==> config.mk <==
export PLATFORM = sky130hd
export DESIGN_NAME = ipa_seq
export DESIGN_NICKNAME = d
export VERILOG_FILES = /design/src/rtl/core/ipa_pkg.sv /design/src/rtl/core/ipa_seq.sv
export SDC_FILE = /design/constraint.sdc
export NUM_CORES = 1
export LEC_CHECK = 0
export BUFFER_PORTS_ARGS = -buffer_cell sky130_fd_sc_hd__buf_2
export CORE_MARGIN = 4
export CORE_UTILIZATION = 26
export CTS_BUF_LIST = sky130_fd_sc_hd__clkbuf_8 sky130_fd_sc_hd__clkbuf_16
export DETAILED_ROUTE_END_ITERATION = 8
export PLACE_DENSITY = 0.54
export SYNTH_ARGS = -nofsm -noshare
export SYNTH_HDL_FRONTEND = slang
export SYNTH_SLANG_ARGS = --single-unit
==> constraint.sdc <==
create_clock -name clk -period 3.4 [get_ports clk]
set_clock_uncertainty 0.05 [all_clocks]
set_input_delay 0.34 -clock clk [delete_from_list [all_inputs] [get_ports clk]]
set_output_delay 0.34 -clock clk [all_outputs]
set_load 0.1 [all_outputs]
==> src/rtl/core/ipa_pkg.sv <==
// ipa_pkg: shared types and codes for the index pool allocator
// payload structs, function and status codes, sequencer states
// no dependencies
package ipa_pkg;

	localparam logic [10:0] ENTRY_COUNT_RST = 11'd1024;

	typedef enum logic [1:0] {
		FN_ALLOC  = 2'd0,
		FN_FREE   = 2'd1,
		FN_NEXT   = 2'd2,
		FN_REINIT = 2'd3
	} func_t;

	typedef enum logic [2:0] {
		ST_OK       = 3'd0,
		ST_FULL     = 3'd1,
		ST_BAD      = 3'd2,
		ST_ALREADY  = 3'd3,
		ST_NOT_USED = 3'd4
	} status_t;

	typedef enum logic [2:0] {
		S_SWEEP,
		S_IDLE,
		S_EXEC,
		S_W2,
		S_DONE
	} seq_state_t;

	typedef struct packed {
		logic [1:0] func;
		logic [9:0] slot_index;
	} in_t;

	typedef struct packed {
		logic [2:0]  status;
		logic [9:0]  result_slot;
		logic        is_last;
		logic [9:0]  first_used;
		logic        any_used;
		logic [10:0] used_count;
	} out_t;

endpackage

==> src/rtl/core/ipa_seq.sv <==
// ipa_seq: allocator sequencer, list registers and read-modify-write control
// drives the link memory and the prev memory; uses ipa_pkg
module ipa_seq #(
	parameter int POOL_DEPTH = 1024,
	parameter int IW = $clog2(POOL_DEPTH),
	parameter int CW = $clog2(POOL_DEPTH + 1)
) (
	input  logic          clk,
	input  logic          arst_n,
	input  logic          in_valid,
	output logic          in_ready,
	input  ipa_pkg::in_t  in_data,
	input  logic [10:0]   entry_count,
	output logic          res_valid,
	input  logic          res_ready,
	output ipa_pkg::out_t res_data,
	output logic          a_we,
	output logic [IW-1:0] a_waddr,
	output logic [IW:0]   a_wdata,
	output logic [IW-1:0] a_raddr,
	input  logic [IW:0]   a_rdata,
	output logic          b_we,
	output logic [IW-1:0] b_waddr,
	output logic [IW-1:0] b_wdata,
	output logic [IW-1:0] b_raddr,
	input  logic [IW-1:0] b_rdata
);
	import ipa_pkg::*;

	localparam int KW = (CW > 11) ? CW : 11;
	localparam logic [CW-1:0] ACT_RST =
		(int'(ENTRY_COUNT_RST) > POOL_DEPTH) ? CW'(POOL_DEPTH) : CW'(ENTRY_COUNT_RST);

	seq_state_t state_q, state_d;

	logic [1:0]    op_q;
	logic [IW-1:0] idx_q;
	logic          idx_bad_q;
	logic [CW-1:0] active_q;
	logic [CW-1:0] sw_q;
	logic          sweep_res_q;
	logic [IW-1:0] free_head_q;
	logic          free_empty_q;
	logic [IW-1:0] use_head_q;
	logic [IW-1:0] use_tail_q;
	logic          use_empty_q;
	logic [CW-1:0] live_q;
	logic [2:0]    status_q;
	logic [IW-1:0] rslot_q;
	logic          last_q;
	logic [IW-1:0] w2_addr_q;
	logic [IW-1:0] w2_next_q;

	logic          accept;
	logic [IW-1:0] in_idx;
	logic          in_bad;
	logic [CW-1:0] clip_n;
	logic [CW-1:0] sw_inc;
	logic          sw_last;
	logic          a_used;
	logic [IW-1:0] a_next;
	logic          p_eq, n_eq;
	logic          alloc_ok, free_ok, next_ok;
	logic          need_w2;

	assign accept = in_valid && in_ready;
	assign in_idx = IW'(in_data.slot_index);
	assign in_bad = KW'(in_data.slot_index) >= KW'(active_q);
	assign sw_inc = sw_q + CW'(1);
	assign sw_last = (sw_inc == active_q);

	always_comb begin
		if (entry_count == 11'd0) begin
			clip_n = CW'(1);
		end else if (KW'(entry_count) > KW'(POOL_DEPTH)) begin
			clip_n = CW'(POOL_DEPTH);
		end else begin
			clip_n = CW'(entry_count);
		end
	end

	// decode of the read data returned for the transaction in flight
	always_comb begin
		a_used   = a_rdata[IW];
		a_next   = a_rdata[IW-1:0];
		p_eq     = (b_rdata == idx_q);
		n_eq     = (a_next == idx_q);
		alloc_ok = (op_q == FN_ALLOC) && !free_empty_q;
		free_ok  = (op_q == FN_FREE) && !use_empty_q && !idx_bad_q && a_used;
		next_ok  = (op_q == FN_NEXT) && !idx_bad_q && a_used;
		need_w2  = (alloc_ok && !use_empty_q) || (free_ok && !p_eq);
	end

	always_comb begin
		state_d = state_q;
		case (state_q)
			S_SWEEP: if (sw_last) state_d = sweep_res_q ? S_DONE : S_IDLE;
			S_IDLE: begin
				if (accept) state_d = (in_data.func == FN_REINIT) ? S_SWEEP : S_EXEC;
			end
			S_EXEC:  state_d = need_w2 ? S_W2 : S_DONE;
			S_W2:    state_d = S_DONE;
			S_DONE:  if (res_ready) state_d = S_IDLE;
			default: state_d = S_IDLE;
		endcase
	end

	always_comb begin
		in_ready  = (state_q == S_IDLE);
		res_valid = (state_q == S_DONE);
		a_raddr   = (in_data.func == FN_ALLOC) ? free_head_q : in_idx;
		b_raddr   = in_idx;
		a_we      = 1'b0;
		a_waddr   = sw_q[IW-1:0];
		a_wdata   = {1'b0, sw_last ? sw_q[IW-1:0] : sw_inc[IW-1:0]};
		b_we      = 1'b0;
		b_waddr   = free_head_q;
		b_wdata   = use_tail_q;
		case (state_q)
			S_SWEEP: a_we = 1'b1;
			S_EXEC: begin
				if (alloc_ok) begin
					a_we    = 1'b1;
					a_waddr = free_head_q;
					a_wdata = {1'b1, free_head_q};
					b_we    = 1'b1;
					b_waddr = free_head_q;
					b_wdata = use_empty_q ? free_head_q : use_tail_q;
				end else if (free_ok) begin
					a_we    = 1'b1;
					a_waddr = idx_q;
					a_wdata = {1'b0, free_empty_q ? idx_q : free_head_q};
					b_we    = !n_eq;
					b_waddr = a_next;
					b_wdata = p_eq ? a_next : b_rdata;
				end
			end
			S_W2: begin
				a_we    = 1'b1;
				a_waddr = w2_addr_q;
				a_wdata = {1'b1, w2_next_q};
			end
			default: ;
		endcase
	end

	always_comb begin
		res_data.status      = status_q;
		res_data.result_slot = 10'(rslot_q);
		res_data.is_last     = last_q;
		res_data.first_used  = use_empty_q ? 10'd0 : 10'(use_head_q);
		res_data.any_used    = !use_empty_q;
		res_data.used_count  = 11'(live_q);
	end

	always_ff @(posedge clk or negedge arst_n) begin
		if (!arst_n) begin
			state_q      <= S_SWEEP;
			active_q     <= ACT_RST;
			sw_q         <= '0;
			sweep_res_q  <= 1'b0;
			free_head_q  <= '0;
			free_empty_q <= 1'b0;
			use_head_q   <= '0;
			use_tail_q   <= '0;
			use_empty_q  <= 1'b1;
			live_q       <= '0;
		end else begin
			state_q <= state_d;
			case (state_q)
				S_SWEEP: sw_q <= sw_inc;
				S_IDLE: begin
					if (accept && in_data.func == FN_REINIT) begin
						active_q     <= clip_n;
						sw_q         <= '0;
						sweep_res_q  <= 1'b1;
						free_head_q  <= '0;
						free_empty_q <= 1'b0;
						use_head_q   <= '0;
						use_tail_q   <= '0;
						use_empty_q  <= 1'b1;
						live_q       <= '0;
					end
				end
				S_EXEC: begin
					if (alloc_ok) begin
						if (a_next == free_head_q) begin
							free_empty_q <= 1'b1;
						end else begin
							free_head_q <= a_next;
						end
						if (use_empty_q) begin
							use_head_q  <= free_head_q;
							use_empty_q <= 1'b0;
						end
						use_tail_q <= free_head_q;
						live_q     <= live_q + CW'(1);
					end else if (free_ok) begin
						if (p_eq && n_eq) begin
							use_empty_q <= 1'b1;
							use_head_q  <= '0;
							use_tail_q  <= '0;
						end else if (p_eq) begin
							use_head_q <= a_next;
						end else if (n_eq) begin
							use_tail_q <= b_rdata;
						end
						free_head_q  <= idx_q;
						free_empty_q <= 1'b0;
						live_q       <= live_q - CW'(1);
					end
				end
				default: ;
			endcase
		end
	end

	// payload registers
	always_ff @(posedge clk) begin
		case (state_q)
			S_IDLE: begin
				op_q      <= in_data.func;
				idx_q     <= in_idx;
				idx_bad_q <= in_bad;
				status_q  <= ST_OK;
				rslot_q   <= '0;
				last_q    <= 1'b0;
			end
			S_EXEC: begin
				last_q <= 1'b0;
				if (alloc_ok) begin
					status_q  <= ST_OK;
					rslot_q   <= free_head_q;
					w2_addr_q <= use_tail_q;
					w2_next_q <= free_head_q;
				end else if (free_ok) begin
					status_q  <= ST_OK;
					rslot_q   <= idx_q;
					w2_addr_q <= b_rdata;
					w2_next_q <= n_eq ? b_rdata : a_next;
				end else if (next_ok) begin
					status_q <= ST_OK;
					rslot_q  <= a_next;
					last_q   <= n_eq;
				end else begin
					rslot_q <= '0;
					if (op_q == FN_ALLOC) begin
						status_q <= ST_FULL;
					end else if (op_q == FN_FREE) begin
						status_q <= (use_empty_q || idx_bad_q) ? ST_BAD : ST_ALREADY;
					end else begin
						status_q <= idx_bad_q ? ST_BAD : ST_NOT_USED;
					end
				end
			end
			default: ;
		endcase
	end

endmodule

# ---- Word level (Yosys, flattened, before mapping)
# Cells that the tools add are included.
dict set report word_totals {
  register_bits 116
  out_inout_bits 101
}
dict set report classes {
  addsub 3
  magnitude_cmp 2
  n_eq_ne 23
  mux 86
  reduce_logical 36
}
# cell count
set op_table {}
lappend op_table {{two-way mux 10 bit} 37}
lappend op_table {{one-hot mux 10 bit (2 select lines)} 5}
lappend op_table {{two-way mux 11 bit} 6}
lappend op_table {{one-hot mux 11 bit (2 select lines)} 3}
lappend op_table {{two-way mux 3 bit} 11}
lappend op_table {{== test 10 bit} 3}
lappend op_table {{adder 11 x 1 -> 11 bit, second input constant} 2}
lappend op_table {{two-way mux 1 bit} 17}
lappend op_table {{inequality test 3 bit, second input constant} 5}
lappend op_table {{one-hot mux 3 bit (5 select lines)} 1}
lappend op_table {{inequality test 4 bit, second input constant} 3}
lappend op_table {{AND reduction 4 bit} 3}
lappend op_table {{== test 11 bit} 1}
lappend op_table {{greater-or-equal comparator 10 x 11 -> 1 bit} 1}
lappend op_table {{> comparator 11 bit, second input constant} 1}
lappend op_table {{logical AND 1 bit} 11}
lappend op_table {{zero test 11 bit} 1}
lappend op_table {{subtractor 11 x 1 -> 11 bit, second input constant} 1}
lappend op_table {{AND reduction 5 bit} 2}
lappend op_table {{one-hot mux 1 bit (2 select lines)} 4}
lappend op_table {{== test 3 x 2 -> 1 bit, second input constant} 2}
lappend op_table {{inequality test 2 x 1 -> 1 bit, second input constant} 3}
lappend op_table {{one-hot mux 3 bit (2 select lines)} 1}
lappend op_table {{AND reduction 2 bit} 3}
lappend op_table {{13 further kinds} 23}

# ---- Depth between registers and ports, before layout
# Gate-level depths: netlist of run 1.
dict set report logic_depth {
  depth_word 8
  depth_mapped 13
  mapped_depth_nobuf 10
}

# ---- Worst setup path after synthesis of run 1
# OpenSTA, ideal clock, no wires.
dict set report synth_path {
  kind {register -> output}
  from {register idx_bad_q}
  to {output port a_wdata[1]}
  arrival_time_ns 4.033
  path_slack_ns -1.023
  stages_incl_launch_ff 5
  path_cell_list {edfxtp_1 or3b_1 a211oi_1 a221oi_1 o32ai_1}
}
dict set report synth_between {
  elab_chain_cells 6
}
# element line
set synth_lines {}
lappend synth_lines {{start, declared} ipa_seq.sv:38} ;# logic idx_bad_q;
lappend synth_lines {{start signal, assigned} ipa_seq.sv:224} ;# idx_bad_q <= in_bad;
lappend synth_lines {{zero test 1 bit} ipa_seq.sv:89} ;# free_ok = (op_q == FN_FREE) && !use_empty_q && !idx_bad_q && a_used;
lappend synth_lines {{logical AND 1 bit (2 in a row)} ipa_seq.sv:89}
lappend synth_lines {{two-way mux 10 bit} ipa_seq.sv:129} ;# end else if (free_ok) begin
lappend synth_lines {{two-way mux 11 bit} ipa_seq.sv:122} ;# if (alloc_ok) begin
lappend synth_lines {{one-hot mux 11 bit (2 select lines)} ipa_seq.sv:119} ;# case (state_q)
lappend synth_lines {{end, declared} ipa_seq.sv:19} ;# output logic [IW:0] a_wdata,
# No other way between the ends.

# ---- Worst setup path after layout of run 1
dict set report layout_path {
  from {register sw_q[0]}
  to {output port a_wdata[8]}
}
dict set report layout_between {
  elab_chain_cells 6
}
# element line
set layout_lines {}
lappend layout_lines {{start, declared} ipa_seq.sv:40} ;# logic [CW-1:0] sw_q;
lappend layout_lines {{start signal, assigned} ipa_seq.sv:171} ;# S_SWEEP: sw_q <= sw_inc;
lappend layout_lines {{adder 11 x 1 -> 11 bit (*)} ipa_seq.sv:69} ;# assign sw_inc = sw_q + CW'(1);
lappend layout_lines {{== test 11 bit} ipa_seq.sv:70} ;# assign sw_last = (sw_inc == active_q);
lappend layout_lines {{two-way mux 10 bit (*)} ipa_seq.sv:115} ;# a_wdata = {1'b0, sw_last ? sw_q[IW-1:0] : sw_inc[IW-1:0]};
lappend layout_lines {{two-way mux 10 bit} ipa_seq.sv:129}
lappend layout_lines {{two-way mux 11 bit} ipa_seq.sv:122}
lappend layout_lines {{one-hot mux 11 bit (2 select lines) (*)} ipa_seq.sv:119}
# Mark *: on every way between the ends. The rest lies on a longest branch, timed or not.

==> metrics, run 1 <==
Crit Path Max Fanout 6; Worst EP required 3010 ps; Synth Area in XOR/XNOR between 6 and 7%; P_int 5.06 mW; area grow syn2layout 31.9%; Tot Pwr 11.3 mW; Slew Viols, Final 0; number of synthesized flops with an enable pin 47; Worst EP arrival 3110 ps; WL met2 14300 um; Seq/Total Area, Yosys between 30% and 40%; Clock Power Share 15.9%; status finished with violations; CTS Hold Bufs 0; Longest Clk Path Bufs 2; CP Capture Type primary output; number of CTS-inserted buffers 17; Starting DRT DRC Count around 800; P_leak roughly 4.6 nW; Synth area leaders dfrtp_1 (21%), edfxtp_1 (18%), nand2_1 (7.9%); Final Cycle Share 103%; drt via density ~5.2; Hold Path Class in2reg; Gate power share 61.7%; P_sw 6.24 mW; reg2reg end live_q[10]; synthesized instance count 932; Relative slew margins 31.0%; post-DR wirelength/cell 20.7 um; worst setup path class reg2out; Die X 184 um; CTS Root Cell clkbuf_16; maximum number of pins on one net before global-route repair 70; # placed instances 1435; reg2reg start op_q[1]; largest area contributor in the netlist dfrtp_1; clock-pin transition on the worst setup and hold timing paths 60 ps; RSZ-0062 raised after global routing true; # fillers 3113; mux cell area share after synthesis 5.57%; final hold viol count 0; Synth Area in Simple Gates 18.7%; Post-Layout Cell Count 1476; final wirelength ~31000 um; max_cap viols 0; TritonCTS clock tree built; Critical path destination a_wdata[8]; layout cells sized above 1 between 20% and 30%; Sw Ratio a little under three fifths; Port Buffers between 100 and 150; die area 33700 sq um; P per Cell Area 1070 nW/um^2; drt first pass iters 8; Placer Congestion 0.913; Post-Syn Nets 1001; Syn Area/Cell roughly 8.6 sq um; Yosys warnings 0; GRT Total Usage around 18%; Initial Utilization 26.3%; wire length on met3 approximately 2500 um; row count 64; R2R depth 11; Clock H-tree levels 4; grt total ovfl 0; post-layout min period 3500 ps; FFs w/ async S/R, synth 59.5%; post-synth cell types 66; initial antenna violation count 2; Top FF cell, synth dfrtp_1; Clock Latency Late Sink 420 ps; maximum vdd drop 799 uV; worst slew pin tran 1030 ps; top sig layer met5; largest family of logic cells by synthesized area compound AO/OA/AOI/OAI gates; number of global-route vias before repair between 7000 and 8000; post-synthesis compound-gate area fraction 21.1%; clock sinks 116; Worst Setup Slack, final -96.0 ps; footprint of the multi-input gates 4760 sq um; core box area 30500 sq um; Synth Area in Adders ~3.5%; Via Count roughly 7700; top-area cell type share of the netlist area around a fifth; register share of total power 22.4%; Setup Viol. Count Final 9; startpoint types flip-flop; height of the chip 184 um; I/O pins between 100 and 150; mapped cell area 8020 sq um; Sequential Area 3140 sq um; Peak Freq 286 MHz; layout net count 1135; synthesis-stage register bit count 116; met1 wire length 13200 um; crit path from sw_q[0]; DP HPWL between 20000 and 25000 um; failing checks setup timing; global-route wire length before repair roughly 46000 um; Residual DRC 0; setup slack, reg-to-reg approximately 450 ps; Detail Route Antenna Nets 0
power groups by stage:
| stage | logic, mW | registers (mW) | clock network (mW) |
|---|---|---|---|
| detailed placement | 6.71 | 2.55 | 0 |
| floorplan | 4.33 | 3.06 | 0 |
| CTS | 6.90 | 2.53 | 1.81 |
| finish | 6.97 | 2.53 | 1.80 |
| global placement | 6.68 | 2.55 | 0 |
| global route | 7.38 | 2.59 | 1.87 |
per-stage QoR:
stage | cell area (sq um) | worst slack, ps | utilization (%) | TNS, ps | hold WS [ps]
after global placement | 9680 | 168 | 31.7 | 0 | 436
after CTS | 10400 | -116 | 34.2 | -766 | 72.7
after floorplan | 8130 | -147 | - | -147 | -5.59
final | 10600 | -96.0 | 34.6 | -562 | 94.3
after global routing | 10600 | -238 | 34.6 | -1680 | 101
after detailed placement | 9680 | 159 | 31.7 | 0 | 436
registers in the layout, indices dropped and copies added, names as in the netlist, 2 cells and up:
name         count
status_q         3
free_head_q     10
w2_addr_q       10
active_q        11
state_q          3
use_tail_q      10
use_head_q      10
sw_q            11
idx_q           10
op_q             2
rslot_q         10
w2_next_q       10
live_q          11
per-layer routing:
layer / up-vias / GRT usage, %
met2: 363 / 28.4
met4: 2 / 4.59
li1: 3604 / -
met1: 3724 / 24.1
met5: - / 0
met3: 41 / 3.94
critical path: stages (launching register included):
cell	delay, ps
dfrtp_1	360
ha_2	200
nand3_2	110
or4b_4	500
a222oi_1	400
buf_4	200
nand4_4	170
o31ai_2	260
xnor2_1	150
a22o_2	180
buf_12	170
synth_stat cells, types with 3 or more instances:
master and count:
nand2_1 169, o21ai_0 86, dfrtp_1 67, clkbuf_1 58, a21oi_1 51, nor2_1 48
edfxtp_1 47, a22oi_1 35, xor2_1 31, a22o_1 29, xnor2_1 26, nand3_1 23
mux2_2 21, mux2i_1 21, ha_1 20, inv_1 19, nor2b_1 17, buf_4 13
nor3_1 12, o31ai_1 12, nand2b_1 11, buf_1 9, nor4_1 9, a21o_1 7
a31oi_1 7, buf_2 6, nand4_1 6, or3_1 6, and2_1 4, and3_1 4
o21a_1 4, a211o_1 3, a211oi_1 3, nor3b_1 3, o31a_1 3
layout make-up:
cell class              count  share of cell area [%]
flip-flops and latches    116                    29.7
multi-input cells         710                    45.0
clock buffers              17                    4.02
well taps                 396                    4.69
repair buffers            201                    14.4
inverters                  20                   0.746
diodes                      1                  0.0237
clock inverters            15                    1.42
timing repair:
| action | in CTS | in global routing |
|---|---|---|
| hold endpoints to repair | 0 | 0 |
| pin swaps | 10 | 9 |
| setup buffers | 3 | 5 |
| setup endpoints to repair | 22 | 26 |
| gates resized for setup | 29 | 18 |
layout by cell type (no fill, tap or decap), drive strengths merged, types with 13 or more instances in the layout:
cell type,synthesis,final
buf,28,200
nand2,169,169
o21ai,88,88
dfrtp,67,67
a21oi,51,51
nor2,49,49
edfxtp,47,47
a22oi,35,35
xor2,31,31
a22o,29,29
xnor2,26,26
nand3,24,24
mux2,21,21
inv,20,21
mux2i,21,21
ha,20,20
clkbuf,58,18
nor2b,17,17
o31ai,13,13
kinds of logic (layout without fill, tap and decap cells):
group | count (synthesis) | count (layout)
mux | 42 | 42
flops | 116 | 116
compound gates | 263 | 263
xor+xnor | 57 | 57
buf+inv | 106 | 253
simple gates | 326 | 326
other cells | 0 | 1
fa+ha+maj | 22 | 22
worst min path at each step:
stage               cells after the start       endpoint          start  slack, ps
floorplan                               0    active_q[0]         arst_n         -6
global placement                        1  use_head_q[6]  use_head_q[6]        440
detailed placement                      1  use_head_q[3]  use_head_q[3]        440
CTS                                     2     state_q[0]       in_valid         70
global route                            1        op_q[1]    in_data[11]        100
finish                                  2     state_q[0]       in_valid         90
Note: power is estimated with default switching activity, not from simulation.
==> run 2: changes to the inputs <==
- CELL_PAD_IN_SITES_DETAIL_PLACEMENT: default -> 0
- CELL_PAD_IN_SITES_GLOBAL_PLACEMENT: default -> 1
- PLACE_DENSITY: 0.54 -> 0.65
==> run 2 against run 1 <==
The flow still finishes with violations (setup timing). Setup slack worse by 19 ps. Register-to-register slack worse by 80 ps. Global-route usage up 0.48 points. First-iteration DRC count down 18%. Clock-buffer cell count up 6. Non-clock buffer count up 1. Cell count about the same. Sequential cell count unchanged.
==> metrics, run 2 (synthesis results as in run 1) <==
Relative slew margins 35.5% (was 31.0%); status finished with violations (unchanged); Sw Ratio 55.5% (was 55.2%); GRT Total Usage 18.2% (was 17.7%); post-layout min period 3510 ps (was 3500 ps); min-delay src in_valid (unchanged); Post-Layout Cell Count 1477 (was 1476); Worst path top cell family by delay simple AND/OR/NAND/NOR gates (was compound AO/OA/AOI/OAI gates); P_int 5.01 mW (was 5.06 mW); # fillers 3178 (was 3113); Via Count 7737 (was 7734); Detail Route Antenna Nets 0 (unchanged); Die X 184 um (unchanged); Starting DRT DRC Count 655 (was 802); layout cells sized above 1 29.6% (was 29.2%); CP Capture Type primary output (unchanged); Crit Path Max Fanout 6 (unchanged); worst setup path class reg2out (unchanged); DP HPWL 22800 um (was 22400 um); # placed instances 1433 (was 1435); CP cell instances ha_2, nand3_2, or4b_4, a222oi_1, buf_4, buf_6, nand4_4, o31ai_2, xnor2_1, a22o_2, buf_12 (was ha_2, nand3_2, or4b_4, a222oi_1, buf_4, nand4_4, o31ai_2, xnor2_1, a22o_2, buf_12); Slew Viols, Final 0 (unchanged); number of global-route vias before repair 7472 (was 7407); RSZ-0062 raised after global routing true (unchanged); register share of total power 22.4% (about the same); top flop regs active_q x11, live_q x11, sw_q x11 (unchanged); die area 33700 sq um (unchanged); drt via density 5.24 (about the same); drt first pass iters 5 (was 8); Longest Clk Path Bufs 2 (unchanged); post-DR wirelength/cell 21.2 um (was 20.7 um); I/O pins 149 (unchanged); grt total ovfl 0 (unchanged); slowest CP cell or4b_4 (unchanged); slowest cell delay on critical path 510 ps (was 500 ps); Setup Viol. Count Final 7 (was 9); Final Cycle Share 103% (about the same); final wirelength 31300 um (was 30600 um); clock sinks 116 (unchanged); Worst EP required 3010 ps (about the same); CTS Root Cell clkbuf_16 (unchanged); worst path bufs/invs 3 (was 2); worst slew pin tran 967 ps (was 1030 ps); P_sw 6.25 mW (was 6.24 mW); commonest non-fill, non-tap cells in the layout nand2_1 (168), buf_2 (126), o21ai_0 (65) (was nand2_1 (168), buf_2 (121), o21ai_0 (66), dfrtp_1 (66), buf_4 (52)); max_cap viols 0 (unchanged); reg2reg start op_q[1] (unchanged); hold_ws 76.1 ps (was 94.3 ps); Clock Power Share 15.4% (was 15.9%); clock-pin transition on the worst setup and hold timing paths 60 ps (about the same); Peak Freq 285 MHz (was 286 MHz); Hold Path Class in2reg (unchanged); row count 64 (unchanged); P per Cell Area 1070 nW/um^2 (about the same); failing checks setup timing (unchanged); initial antenna violation count 2 (unchanged); number of CTS-inserted buffers 17 (unchanged); area grow syn2layout 31.3% (was 31.9%); final hold viol count 0 (unchanged); P_leak 4.56 nW (about the same); maximum number of pins on one net before global-route repair 59 (was 70); crit path from sw_q[1] (was sw_q[0]); layout net count 1136 (was 1135); setup slack, reg-to-reg 370 ps (was 450 ps); core box area 30500 sq um (unchanged); startpoint types flip-flop (unchanged); Clock Latency Late Sink 420 ps (about the same); height of the chip 184 um (unchanged); maximum vdd drop 586 uV (was 799 uV); commonest non-fill, non-tap cell in the layout nand2_1 (unchanged); TritonCTS clock tree built (unchanged); Worst EP arrival 3120 ps (was 3110 ps); Residual DRC 0 (unchanged); Port Buffers 148 (unchanged); Initial Utilization 26.3% (unchanged); global-route wire length before repair 46700 um (was 45800 um); Worst Setup Slack, final -115 ps (was -96.0 ps); Gate power share 62.2% (was 61.7%); Placer Congestion 0.907 (was 0.913); Clock H-tree levels 4 (unchanged)
-- run 2: cell count changes in the layout (fill, tap and decap cells not counted), moves of 2 or more --
cell,change
buf_2,+5
buf_4,-5
bufinv_16,-3
clkbuf_16,+2
clkbuf_8,+5
clkinv_1,-3
clkinv_2,+2
dfrtp_1,-3
dfrtp_2,+3
inv_1,-2
o21ai_1,+2
o31ai_2,+2
o31ai_4,-3
xor2_2,+2
-- run 2: power by group through the flow --
stage	Clock [mW]	Sequential [mW]	Combinational [mW]
after floorplan	0	3.06	4.33
after global placement	0	2.54	6.73
after detailed placement	0	2.54	6.75
after CTS	1.76	2.51	6.87
after global routing	1.83	2.57	7.43
final	1.73	2.52	7.00
-- run 2: worst register-to-register path: cells and delay by family, from the launching register on --
kind,cells,cell delay (ps)
buffers and inverters,4,1070
and+or+nand+nor,3,580
DFF,1,450
AOI/OAI and AO/OA,1,400
muxes,1,370
-- run 2: through the flow --
| step | worst slack [ps] | TNS (ps) | utilization [%] | cell area (sq um) | power [mW] |
|---|---|---|---|---|---|
| 6_report | -115 | -699 | 34.5 | 10500 | 11.3 |
| 2_1_floorplan | -147 | -147 | - | 8130 | 7.40 |
| 3_3_place_gp | 160 | 0 | 31.7 | 9680 | 9.26 |
| 3_5_place_dp | 144 | 0 | 31.7 | 9680 | 9.29 |
| 5_1_grt | -262 | -1890 | 34.5 | 10500 | 11.8 |
| 4_1_cts | -70.0 | -136 | 34.0 | 10400 | 11.1 |
-- run 2: area by class of cell --
cell class | count | area, sq um | share of cell area [%]
multi-input cells | 710 | 4700 | 44.7
flip-flops and latches | 116 | 3150 | 29.9
repair buffers | 202 | 1530 | 14.6
clock buffers | 23 | 519 | 4.93
well taps | 396 | 495 | 4.71
inverters | 20 | 78.8 | 0.749
clock inverters | 9 | 50.0 | 0.475
diodes | 1 | 2.50 | 0.0238
-- run 2: worst paths after layout --
path	to	cells past startpoint
setup / recovery	a_wdata[8]	11
hold / removal	state_q[0]	2
setup reg to reg	free_head_q[4]	9
hold reg to reg	live_q[10]	1
max in group asynchronous	use_empty_q	3
min in group asynchronous	active_q[4]	2
-- run 2: routing by layer --
layer  vias up  track usage, %  wire [um]
met2       290            28.9      14700
met1      3792            25.0      13900
li1       3618               -          -
met4         2            4.89        536
met5         -               0         13
met3        35            4.08       2140
-- run 2: what timing repair did --
action,in CTS,in global routing
endpoints found under the setup margin,25,19
resized for setup,24,14
endpoints found under the hold margin,22,0
gates cloned,0,1
hold buffers,1,0
setup buffers,3,6
pin swaps,9,3
